===== src/sv/rmts_pkg.sv =====
// Shared types and constants for the rate-monotonic task selector.
`timescale 1ns / 1ps
package rmts_pkg;

  localparam int MAX_TASKS_DEF       = 16;
  localparam int TIME_WIDTH_BITS_DEF = 16;

  localparam logic [1:0] KIND_ADD   = 2'd0;
  localparam logic [1:0] KIND_STATE = 2'd1;
  localparam logic [1:0] KIND_START = 2'd2;
  localparam logic [1:0] KIND_CHECK = 2'd3;

  localparam logic [1:0] ST_READY   = 2'd0;
  localparam logic [1:0] ST_RUNNING = 2'd1;
  localparam logic [1:0] ST_IDLE    = 2'd2;

  // Command broadcast from the controller to every cell.
  typedef struct packed {
    logic       wr_add;
    logic       wr_state;
    logic       wr_start;
    logic [5:0] slot;
    logic [7:0] ident;
    logic [1:0] run_state;
    logic [7:0] start_time;
  } cell_cmd_t;

  typedef enum logic [3:0] {
    S_IDLE = 4'b0001,
    S_SCAN = 4'b0010,
    S_DONE = 4'b0100,
    S_OUT  = 4'b1000
  } ctrl_state_t;

endpackage


===== src/sv/rmts_cell.sv =====
// One task slot: holds its entry and takes part in the running-minimum scan chain.
`timescale 1ns / 1ps
module rmts_cell #(
  parameter int IDX    = 0,
  parameter int TW     = 16,
  parameter int SLOT_W = 4
) (
  input  logic                  clk,
  input  logic                  rst_n,
  input  rmts_pkg::cell_cmd_t   cmd,
  input  logic [TW-1:0]         duration,
  input  logic [TW-1:0]         period,
  input  logic                  scan_step,
  // chain: running best from the lower neighbour
  input  logic                  prev_found,
  input  logic [TW-1:0]         prev_best,
  input  logic [SLOT_W-1:0]     prev_slot,
  input  logic [7:0]            prev_id,
  output logic                  nxt_found,
  output logic [TW-1:0]         nxt_best,
  output logic [SLOT_W-1:0]     nxt_slot,
  output logic [7:0]            nxt_id,
  output logic                  valid,
  output logic [TW-1:0]         dur_o,
  output logic [7:0]            start_o
);
  import rmts_pkg::*;

  logic          valid_r;
  logic [7:0]    ident_r;
  logic [TW-1:0] dur_r;
  logic [TW-1:0] per_r;
  logic [7:0]    start_r;
  logic [1:0]    rs_r;
  logic          hit;
  logic          take;
  logic          found_r;
  logic [TW-1:0] best_r;
  logic [SLOT_W-1:0] slot_r;
  logic [7:0]    id_r;

  assign hit = (cmd.slot == 6'(IDX));

  always_ff @(posedge clk) begin
    if (!rst_n) begin
      valid_r <= 1'b0;
    end else if (cmd.wr_add && hit) begin
      valid_r <= 1'b1;
    end
  end

  always_ff @(posedge clk) begin
    if (cmd.wr_add && hit) begin
      ident_r <= cmd.ident;
      dur_r   <= duration;
      per_r   <= period;
      rs_r    <= ST_READY;
    end else if (cmd.wr_state && hit && valid_r) begin
      rs_r <= cmd.run_state;
    end else if (cmd.wr_start && hit && valid_r) begin
      rs_r    <= ST_RUNNING;
      start_r <= cmd.start_time;
    end
  end

  // strict less keeps the lower slot on a tie
  assign take = valid_r && (rs_r != ST_IDLE) && (!prev_found || per_r < prev_best);

  always_ff @(posedge clk) begin
    if (scan_step) begin
      found_r <= prev_found | take;
      best_r  <= take ? per_r : prev_best;
      slot_r  <= take ? SLOT_W'(IDX) : prev_slot;
      id_r    <= take ? ident_r : prev_id;
    end
  end

  assign nxt_found = found_r;
  assign nxt_best  = best_r;
  assign nxt_slot  = slot_r;
  assign nxt_id    = id_r;
  assign valid     = valid_r;
  assign dur_o     = dur_r;
  assign start_o   = start_r;
endmodule


===== src/sv/rate_monotonic_task_selector.sv =====
// A request is taken only in S_IDLE; it then passes through S_SCAN, S_DONE and S_OUT
// before the next request is taken, and its result is registered in S_DONE. The scan
// ripples one cell per cycle along the chain of slot cells.
// Next item is taken while a result waits in the output register; a result still
// waiting when the following scan ends holds the controller until it is taken.
// Reset (synchronous, rst_n low) empties the table and clears the controller.
`timescale 1ns / 1ps
module rate_monotonic_task_selector #(
  parameter int MAX_TASKS       = rmts_pkg::MAX_TASKS_DEF,
  parameter int TIME_WIDTH_BITS = rmts_pkg::TIME_WIDTH_BITS_DEF
) (
  input  logic        clk,
  input  logic        rst_n,
  input  logic        in_tvalid,
  output logic        in_tready,
  // kind[1:0], task_slot[5:2], task_id[13:6], duration[29:14], period[45:30],
  // new_state[47:46], time_now[55:48]
  input  logic [55:0] in_tdata,
  output logic        out_tvalid,
  input  logic        out_tready,
  // selected_found[0], selected_slot[4:1], selected_id[12:5], finished[13],
  // table_full[14], added_slot[18:15], zero[23:19]
  output logic [23:0] out_tdata
);
  import rmts_pkg::*;

  localparam int TW     = TIME_WIDTH_BITS;
  localparam int SLOT_W = (MAX_TASKS > 1) ? $clog2(MAX_TASKS) : 1;
  localparam int CNT_W  = $clog2(MAX_TASKS + 1);

  logic [1:0]  f_kind;
  logic [3:0]  f_slot;
  logic [7:0]  f_id;
  logic [15:0] f_dur, f_per;
  logic [1:0]  f_ns;
  logic [7:0]  f_tnow;
  assign f_kind = in_tdata[1:0];
  assign f_slot = in_tdata[5:2];
  assign f_id   = in_tdata[13:6];
  assign f_dur  = in_tdata[29:14];
  assign f_per  = in_tdata[45:30];
  assign f_ns   = in_tdata[47:46];
  assign f_tnow = in_tdata[55:48];

  ctrl_state_t state_r, state_nxt;
  logic [CNT_W-1:0] count_r, count_nxt, step_r, step_nxt;
  logic [1:0]  kind_r;
  logic [3:0]  slot_r;
  logic [7:0]  tnow_r;
  logic        full_r, fin_r;
  logic [3:0]  added_r;
  logic [23:0] odata_r;
  logic        ovalid_r;
  logic        in_fire;

  cell_cmd_t   cmd;
  logic [TW-1:0] dur_w, per_w;

  logic              c_found [MAX_TASKS+1];
  logic [TW-1:0]     c_best  [MAX_TASKS+1];
  logic [SLOT_W-1:0] c_slot  [MAX_TASKS+1];
  logic [7:0]        c_id    [MAX_TASKS+1];
  logic              v_w     [MAX_TASKS];
  logic [TW-1:0]     d_w     [MAX_TASKS];
  logic [7:0]        s_w     [MAX_TASKS];
  logic              scan_step;

  assign in_tready = (state_r == S_IDLE);
  assign in_fire   = in_tvalid && in_tready;

  // widths of duration/period folded to TIME_WIDTH_BITS
  assign dur_w = TW'(f_dur);
  assign per_w = TW'(f_per);

  always_comb begin
    cmd            = '0;
    cmd.ident      = f_id;
    cmd.run_state  = f_ns;
    cmd.start_time = f_tnow;
    cmd.slot       = {2'b00, f_slot};
    if (in_fire) begin
      unique case (f_kind)
        KIND_ADD: begin
          cmd.wr_add = (count_r < CNT_W'(MAX_TASKS));
          cmd.slot   = 6'(count_r);
        end
        KIND_STATE: cmd.wr_state = (f_ns != 2'd3);
        KIND_START: cmd.wr_start = 1'b1;
        default: ;
      endcase
    end
  end

  assign scan_step   = (state_r == S_SCAN);
  assign c_found[0]  = 1'b0;
  assign c_best[0]   = '0;
  assign c_slot[0]   = '0;
  assign c_id[0]     = '0;

  for (genvar g = 0; g < MAX_TASKS; g++) begin : g_cell
    rmts_cell #(.IDX(g), .TW(TW), .SLOT_W(SLOT_W)) u_cell (
      .clk(clk), .rst_n(rst_n), .cmd(cmd), .duration(dur_w), .period(per_w),
      .scan_step(scan_step),
      .prev_found(c_found[g]), .prev_best(c_best[g]),
      .prev_slot(c_slot[g]), .prev_id(c_id[g]),
      .nxt_found(c_found[g+1]), .nxt_best(c_best[g+1]),
      .nxt_slot(c_slot[g+1]), .nxt_id(c_id[g+1]),
      .valid(v_w[g]), .dur_o(d_w[g]), .start_o(s_w[g])
    );
  end

  // finish check on the addressed slot
  logic          usable;
  logic [SLOT_W-1:0] sidx;
  logic [7:0]    diff;
  logic          fin_w;
  always_comb begin
    usable = 1'b0;
    sidx   = '0;
    diff   = '0;
    fin_w  = 1'b0;
    if (32'(slot_r) < MAX_TASKS) begin
      sidx   = SLOT_W'(slot_r);
      usable = v_w[sidx];
    end
    if (usable && tnow_r >= s_w[sidx]) begin
      diff  = tnow_r - s_w[sidx];
      fin_w = (TW'(diff) == d_w[sidx]);
    end
  end

  // the chain ripples one cell per cycle, so the scan steps once for every cell
  always_comb begin
    state_nxt = state_r;
    count_nxt = count_r;
    step_nxt  = step_r;
    unique case (state_r)
      S_IDLE: if (in_fire) begin
        state_nxt = S_SCAN;
        step_nxt  = '0;
        if (cmd.wr_add) count_nxt = count_r + 1'b1;
      end
      S_SCAN: begin
        step_nxt = step_r + 1'b1;
        if (step_r == CNT_W'(MAX_TASKS - 1)) state_nxt = S_DONE;
      end
      S_DONE: if (!ovalid_r || out_tready) state_nxt = S_OUT;
      S_OUT:  state_nxt = S_IDLE;
      default: state_nxt = S_IDLE;
    endcase
  end

  always_ff @(posedge clk) begin
    if (!rst_n) begin
      state_r  <= S_IDLE;
      count_r  <= '0;
      step_r   <= '0;
      ovalid_r <= 1'b0;
    end else begin
      state_r <= state_nxt;
      count_r <= count_nxt;
      step_r  <= step_nxt;
      if (state_r == S_DONE && (!ovalid_r || out_tready)) ovalid_r <= 1'b1;
      else if (out_tready) ovalid_r <= 1'b0;
    end
  end

  always_ff @(posedge clk) begin
    if (in_fire) begin
      kind_r  <= f_kind;
      slot_r  <= f_slot;
      tnow_r  <= f_tnow;
      full_r  <= (f_kind == KIND_ADD) && !cmd.wr_add;
      added_r <= cmd.wr_add ? 4'(count_r) : 4'd0;
    end
    if (state_r == S_SCAN) fin_r <= (kind_r == KIND_CHECK) && fin_w;
    if (state_r == S_DONE && (!ovalid_r || out_tready)) begin
      odata_r <= {5'd0, added_r, full_r, fin_r, c_id[MAX_TASKS],
                  4'(c_slot[MAX_TASKS]), c_found[MAX_TASKS]};
    end
  end

  assign out_tvalid = ovalid_r;
  assign out_tdata  = odata_r;

  a_count_bound: assert property (@(posedge clk) disable iff (!rst_n)
    count_r <= CNT_W'(MAX_TASKS)) else $error("task count overflow");
  a_one_hot: assert property (@(posedge clk) disable iff (!rst_n)
    $onehot(state_r)) else $error("controller state not one-hot");
  a_add_grow: assert property (@(posedge clk) disable iff (!rst_n)
    cmd.wr_add |=> count_r == $past(count_r) + 1'b1) else $error("add lost");
  a_busy: assert property (@(posedge clk) disable iff (!rst_n)
    in_fire |=> !in_tready) else $error("input taken while scanning");
endmodule

===== config.mk =====
export PLATFORM = sky130hd
export DESIGN_NAME = rate_monotonic_task_selector
export DESIGN_NICKNAME = d
export VERILOG_FILES = /design/src/sv/rmts_pkg.sv /design/src/sv/rmts_cell.sv /design/src/sv/rate_monotonic_task_selector.sv
export SDC_FILE = /design/constraint.sdc
export NUM_CORES = 1
export LEC_CHECK = 0
export ABC_AREA = 1
export BUFFER_PORTS_ARGS = -buffer_cell sky130_fd_sc_hd__buf_2
export CORE_MARGIN = 1.5
export CORE_UTILIZATION = 63
export DETAILED_ROUTE_END_ITERATION = 8
export GPL_TIMING_DRIVEN = 1
export PLACE_DENSITY = 0.8
export SLEW_MARGIN = 15
export SYNTH_ARGS = -nofsm -noshare
export SYNTH_HDL_FRONTEND = slang
export SYNTH_SLANG_ARGS = --single-unit
export TNS_END_PERCENT = 5

===== constraint.sdc =====
create_clock -name clk -period 14.9 [get_ports clk]
set_input_delay 4.47 -clock clk [delete_from_list [all_inputs] [get_ports clk]]
set_output_delay 4.47 -clock clk [all_outputs]
set_load 0.01 [all_outputs]

======== Word level (Yosys, flattened, before mapping) ========
Index checks and enable logic that the tools add are counted.
word-level totals
  register bits after elaboration ......... 1303
  output and inout bits ................... 26
cells by class
  add/sub/neg operators ................... 3
  $lt $le $gt $ge ......................... 18
  eq/ne operators ......................... 43
  multiplexer cells ....................... 84
  bitwise logic cells ..................... 48
  reductions and logical operators ........ 188
operator list
  kind                                                 number
  2-to-1 mux 16 bit                                    16
  < comparator 16 bit                                  15
  2-to-1 mux 8 bit                                     17
  logical AND 1 bit                                    116
  binary-select mux 16 bit (select 4 bit)              1
  2-to-1 mux 2 bit                                     32
  AND reduction 3 bit                                  18
  equality test 6 x 4 -> 1 bit, second input constant  8
  inequality test 2 bit, second input constant         19
  nonzero test 2 bit                                   18
  binary-select mux 8 bit (select 4 bit)               1
  inverter 1 bit                                       32
  equality test 6 x 3 -> 1 bit, second input constant  4
  logical NOT 1 bit                                    17
  equality test 8 x 16 -> 1 bit                        1
  logical OR 1 bit                                     16
  OR 1 bit                                             15
  equality test 6 x 2 -> 1 bit, second input constant  2
  2-to-1 mux 4 bit                                     3
  case mux 4 bit (3 select lines)                      1
  adder 5 x 1 -> 5 bit, second input constant          2
  2-to-1 mux 5 bit                                     2
  case mux 5 bit (2 select lines)                      1
  2-to-1 mux 9 bit                                     1
  18 further kinds                                     26

======== Logic depth before layout (Yosys ltp) ========
  depth in word-level cells ............... 8
  gate-level depth with buffers ........... 24
  depth with buffers taken out ............ 20

======== Cells and area by module ========
From an unflattened synthesis, not the netlist that was laid out.
unflattened totals
  cell total of the unflattened synthesis .. 4970
  area total of the unflattened synthesis .. 59293.1 µm²
modules (own cells, without submodules)
  module                             instances  cells each  area each (µm²)  seq. area each (µm²)
  rmts_cell (g_cell[5].u_cell ...)   3          253         3343.2           2372.3
  rmts_cell (g_cell[4].u_cell ...)   2          254         3414.5           2372.3
  rmts_cell (g_cell[1].u_cell ...)   2          252         3390.8           2372.3
  rmts_cell (g_cell[13].u_cell ...)  2          255         3340.7           2372.3
  rate_monotonic_task_selector       1          918         5630.4           1471.4
  rmts_cell (g_cell[0].u_cell)       1          255         3364.5           2372.3
  rmts_cell (g_cell[10].u_cell)      1          255         3347.0           2372.3
  rmts_cell (g_cell[11].u_cell)      1          254         3339.5           2372.3
  rmts_cell (g_cell[12].u_cell)      1          253         3339.5           2372.3
  rmts_cell (g_cell[3].u_cell)       1          250         3333.2           2372.3
  rmts_cell (g_cell[7].u_cell)       1          252         3331.9           2372.3
  rmts_cell (g_cell[15].u_cell)      1          252         3285.7           2372.3

======== Worst setup path before layout ========
No wires, ideal clock.
  path kind ............................... flip-flop to flip-flop
  start point ............................. reg state_r[3]
  end point ............................... reg step_r[3]
  library setup time ...................... 109 ps
  arrival time ............................ 10716 ps
  data required time ...................... 14791 ps
  path slack .............................. 4075 ps
  cell stages (with the launch flop) ...... 8
  path buffers ............................ 0
  cell sequence ........................... dfxtp_1 -> nor2_1 -> nand2_1 -> inv_1 -> o21ai_0 -> nor2_1 -> nor2_1 -> a211oi_1
on the way
  cells in the longest elaborated chain, start to end .. 4
  elaborated cells on any way between the ends .. 7
  those cells by class .................... 3 x eq/ne; 1 x mux; 3 x reduce/logical
ends and longest elaborated chain
  element                                          RTL line                                                                 text
  start, declared                                  rate_monotonic_task_selector.sv:45                                       ctrl_state_t state_r, state_nxt;
  start signal, assigned                           rate_monotonic_task_selector.sv:160                                      state_r <= state_nxt;
  equality test 4 x 1 -> 1 bit                     rate_monotonic_task_selector.sv:68, rate_monotonic_task_selector.sv:137
  logical AND 1 bit                                rate_monotonic_task_selector.sv:69                                       assign in_fire = in_tvalid && in_tready;
  inequality test 2 x 1 -> 1 bit (no source line)  n/a
  AND reduction 2 bit (no source line)             n/a
  end signal, assigned                             rate_monotonic_task_selector.sv:162                                      step_r <= step_nxt;
  end, declared                                    rate_monotonic_task_selector.sv:46                                       logic [CNT_W-1:0] count_r, count_nxt, step_r, step_nxt;
Parallel ways exist; a longest one is shown, timed or not.
A chain may end at the register's enable or synchronous reset.

======== Worst setup path in the final report ========
  start point ............................. in in_tvalid
  end point ............................... reg g_cell[1].u_cell.ident_r[0] (enable)
on the way
  cells in the longest elaborated chain, start to end .. 4
ends and longest elaborated chain
  element                       RTL line                            text
  start, declared               rate_monotonic_task_selector.sv:14  input logic in_tvalid,
  logical AND 1 bit (*)         rate_monotonic_task_selector.sv:69
  named net in_fire             rate_monotonic_task_selector.sv:54  logic in_fire;
  2-to-1 mux 9 bit (*)          rate_monotonic_task_selector.sv:81  if (in_fire) begin
  equality test 6 x 1 -> 1 bit  rmts_cell.sv:42                     assign hit = (cmd.slot == 6'(IDX));
  logical AND 1 bit (*)         rmts_cell.sv:53                     if (cmd.wr_add && hit) begin
  end signal, assigned          rmts_cell.sv:54                     ident_r <= cmd.ident;
  end, declared                 rmts_cell.sv:30                     logic [7:0] ident_r;
The timed path passes the listed nets; every way through them passes the cells marked *.

==> key figures <==
Status
  • Status: complete, no violations

Clock tree
  • Clk sinks: about 1.3k
  • TritonCTS clock tree: built
  • Hold_buf cts: 0
  • Longest Clk Path Bufs: 3
  • Skew-Pair Late Insertion Delay: 0.73 ns
  • CTS Root Cell: clkbuf_16
  • # resized after CTS: 0
  • Post-CTS setup buffers: 0
  • Cts bufs inserted: 133
  • Level count of the clock H-tree: 4
  • Clock transition at path regs: around 0.06 ns

Detailed routing
  • Vias: roughly 35k
  • Drt pass-1 iters: 8
  • Final wirelength: between 100000 and 150000 um
  • Drt drc: 0
  • DRT antenna net count: 0
  • DR iter-0 viols: 3238
  • Vias per inst: 5.804
  • Routed len/inst: 20.88 um

STA
  • Max-slew headroom: 10.76%
  • Clock skew: approximately 0.023 ns
  • Fmax achieved: 148.1 MHz
  • Slew Viols, Final: 0
  • Final setup vio count: 0
  • Setup TNS: 0 ns
  • Crit path time final: just under 7 ns
  • RSZ-0062 raised after global routing: no
  • Fin. Hold Viols: 0
  • Period utilisation layout: a little under half
  • Worst slew pin tran: roughly 1.3 ns

Global routing
  • Vias in the first global route: roughly 34k
  • First-pass GRT wire length: approximately 190000 um
  • Grt ovf: 0
  • Largest net degree at the start of global routing: slightly below 200
  • Tot GR Track Use: around 28%
  • Antenna violations before repair: 2

Setup path
  • R2R depth: 22
  • Crit path DAT: 7.14 ns
  • Worst EP required: 15.29 ns
  • Crit Path Max Fanout: 22
  • Reg2Reg Setup Slack: 9.81 ns
  • Critical path endpoint: g_cell[1].u_cell.ident_r[0]
  • CP top delay family: buffers and inverters
  • Critical path origin: in_tvalid
  • Worst path bufs/invs: 4
  • Sequence of cells on the critical path: buf_2, nand4_4, clkinv_2, nand2_2, nand2_1, nand2_1, nor2_4, nand3_1, clkinv_1, buf_4
  • CP Depth: 10
  • Crit. End Element: flop
  • Worst path max stage delay: 0.54 ns
  • Reg-to-reg startpoint: sidx[0]
  • Worst path slowest cell: clkinv_1
  • RR Endpoint: fin_r
  • Setup CP Type: input port to flop
  • CP dominant cell by count: nand2_1
  • Startpoint Class: input port

Synthesis
  • Seq/Total Area, Yosys: a little over two thirds
  • Async set or reset register ratio after synthesis: 0%
  • Ys flop type: edfxtp_1
  • Post-synth EDFFs: between 1k and 1.5k
  • #FFs+latches synth: 1303
  • Mapped Area: 54630 sq um
  • Yosys cell types: 45
  • Ys Warns: 0
  • Syn_area_per_cell: around 12 sq um
  • Cells after synthesis: 4604

Layout
  • Finished Core Util: between 70% and 80%
  • Share of layout cells above drive strength 1: between 8 and 9%
  • Layout Cells excl Fill: 5967
  • Post-route cell area: 60350 sq um
  • Fin nets: between 5k and 6k
  • Area Overhead vs Synth: 10.46%
  • Filler cell count: ~5.5k

Pwr
  • Pleak: roughly 24 nW
  • Overall Power: about 7.6 mW
  • Peak VDD IR: 0.1238 mV
  • Power per cell area: roughly 130 nW/um^2

Placement
  • Cell Area, Placed: around 56000 sq um
  • IO Port Bufs: 80
  • GPL Wtd Cong: slightly below 0.9
  • Placed cell count: roughly 5.7k
  • HPWL Detailed: around 80000 um

Die
  • Core area: approximately 86000 sq um
  • Cell row count: 107
  • Die area: a little under 90000 sq um
  • Die height: around 300 um
  • Die X: 297.5 um
  • Initial core utilization: between 60% and 70%
  • IO Pins: between 80 and 90

Worst hold path
  • Hold crit path type: flop to flop

Job
  • Maximum capacitance violations: 0
area by class of cell:
type	count	area, sq um	area share [%]
well taps	1144	1431	2.372
inverters	458	1730	2.867
clock buffers	164	3561	5.900
diodes	2	5.005	0.008293
clock inverters	73	598.1	0.9910
flip-flops and latches	1303	38500	63.79
repair buffers	117	690.7	1.144
multi-input cells	2706	13840	22.93
how the worst min path moves through the flow:
stage / from / to / slack [ns] / cells after the start
2_1_floorplan: g_cell[15].u_cell.nxt_found / out_tdata[0] / 0.40 / 0
3_3_place_gp: g_cell[15].u_cell.nxt_id[2] / out_tdata[7] / 0.40 / 0
3_5_place_dp: added_r[2] / out_tdata[17] / 0.40 / 0
4_1_cts: g_cell[15].u_cell.nxt_id[6] / out_tdata[11] / 0.42 / 0
5_1_grt: g_cell[15].u_cell.nxt_id[7] / out_tdata[12] / 0.43 / 0
6_report: g_cell[15].u_cell.nxt_id[6] / out_tdata[11] / 0.42 / 0
per-stage QoR:
step	hold slack [ns]	setup slack (ns)
5_1_grt	0.4257	8.016
3_3_place_gp	0.4010	7.595
2_1_floorplan	0.4003	4.075
3_5_place_dp	0.4045	7.461
4_1_cts	0.4197	8.234
6_report	0.4199	8.150
kinds of logic (layout without fill, tap and decap cells):
group	after synthesis	after routing	share of synthesized area, %
xor+xnor	3	3	0.04810
flops	1303	1303	70.46
buf+inv	599	812	4.292
other cells	1	7	0.006864
simple gates	2003	2003	15.11
fa+ha+maj	239	239	5.487
compound gates	456	456	4.592
report_power, final:
part | leakage [nW] | internal, mW | total, mW | switching (mW)
sequential | 11.7 | 4.06 | 4.08 | 0.0212
clock | 2.01 | 1.82 | 3.19 | 1.37
combinational | 10.1 | 0.0900 | 0.370 | 0.280
total | 23.8 | 5.97 | 7.64 | 1.67
worst reg2reg max path, cell delays in order (launching register included):
cell and delay, ns:
edfxtp_1 0.36, buf_4 0.33, inv_4 0.67, buf_4 0.81, o21ai_0 0.28, o22ai_1 0.29
o211ai_1 0.12, nand2_1 0.18, inv_1 0.07, ha_1 0.33, nand2_1 0.09, inv_1 0.06
nand2_1 0.05, nand2_1 0.08, xnor2_1 0.49, inv_1 0.10, nand2_1 0.09, nand2_1 0.05
inv_1 0.04, nand2_1 0.04, nor2_1 0.10, nand2_1 0.06, nor2_1 0.20
state kept, by name, indices dropped and copies added, names as in the netlist, 8 cells and up:
register                 flops
out_tdata                   19
tnow_r                       8
g_cell.u_cell.dur_o        256
g_cell.u_cell.nxt_slot      49
g_cell.u_cell.nxt_id       128
g_cell.u_cell.nxt_found     16
g_cell.u_cell.rs_r          32
g_cell.u_cell.per_r        256
g_cell.u_cell.nxt_best     240
g_cell.u_cell.valid         16
g_cell.u_cell.ident_r      128
g_cell.u_cell.start_o      128
layout by cell type, fill, tap and decap left out, drive strengths merged, types with 63 or more instances in the layout:
| master | n |
|---|---|
| a21oi | 192 |
| buf | 117 |
| clkbuf | 164 |
| clkinv | 65 |
| dfxtp | 63 |
| edfxtp | 1240 |
| ha | 238 |
| inv | 452 |
| nand2 | 1313 |
| nand3 | 320 |
| nor2 | 263 |
| o21ai | 190 |
cell usage after synthesis (34+ instances only):
| library cell | n | share of area [%] |
|---|---|---|
| nand2_1 | 1304 | 9.0 |
| edfxtp_1 | 1240 | 68 |
| inv_1 | 443 | 3.0 |
| nand3_1 | 318 | 2.9 |
| nor2_1 | 248 | 1.7 |
| ha_1 | 238 | 5.5 |
| a21oi_1 | 192 | 1.8 |
| o21ai_0 | 171 | 1.6 |
| clkbuf_1 | 86 | 0.59 |
| dfxtp_1 | 63 | 2.3 |
| buf_2 | 46 | 0.42 |
| or2_2 | 34 | 0.39 |
per-layer routing:
layer	vias up	share of wire, %	global-route usage [%]	wire [um]
li1	16100	-	-	-
met1	16600	37	34.85	46360
met2	1579	50	48.04	62280
met3	350	7.9	5.047	9826
met4	0	4.9	14.33	6105
met5	-	0	0	0
(Power assumes the default switching activity.)
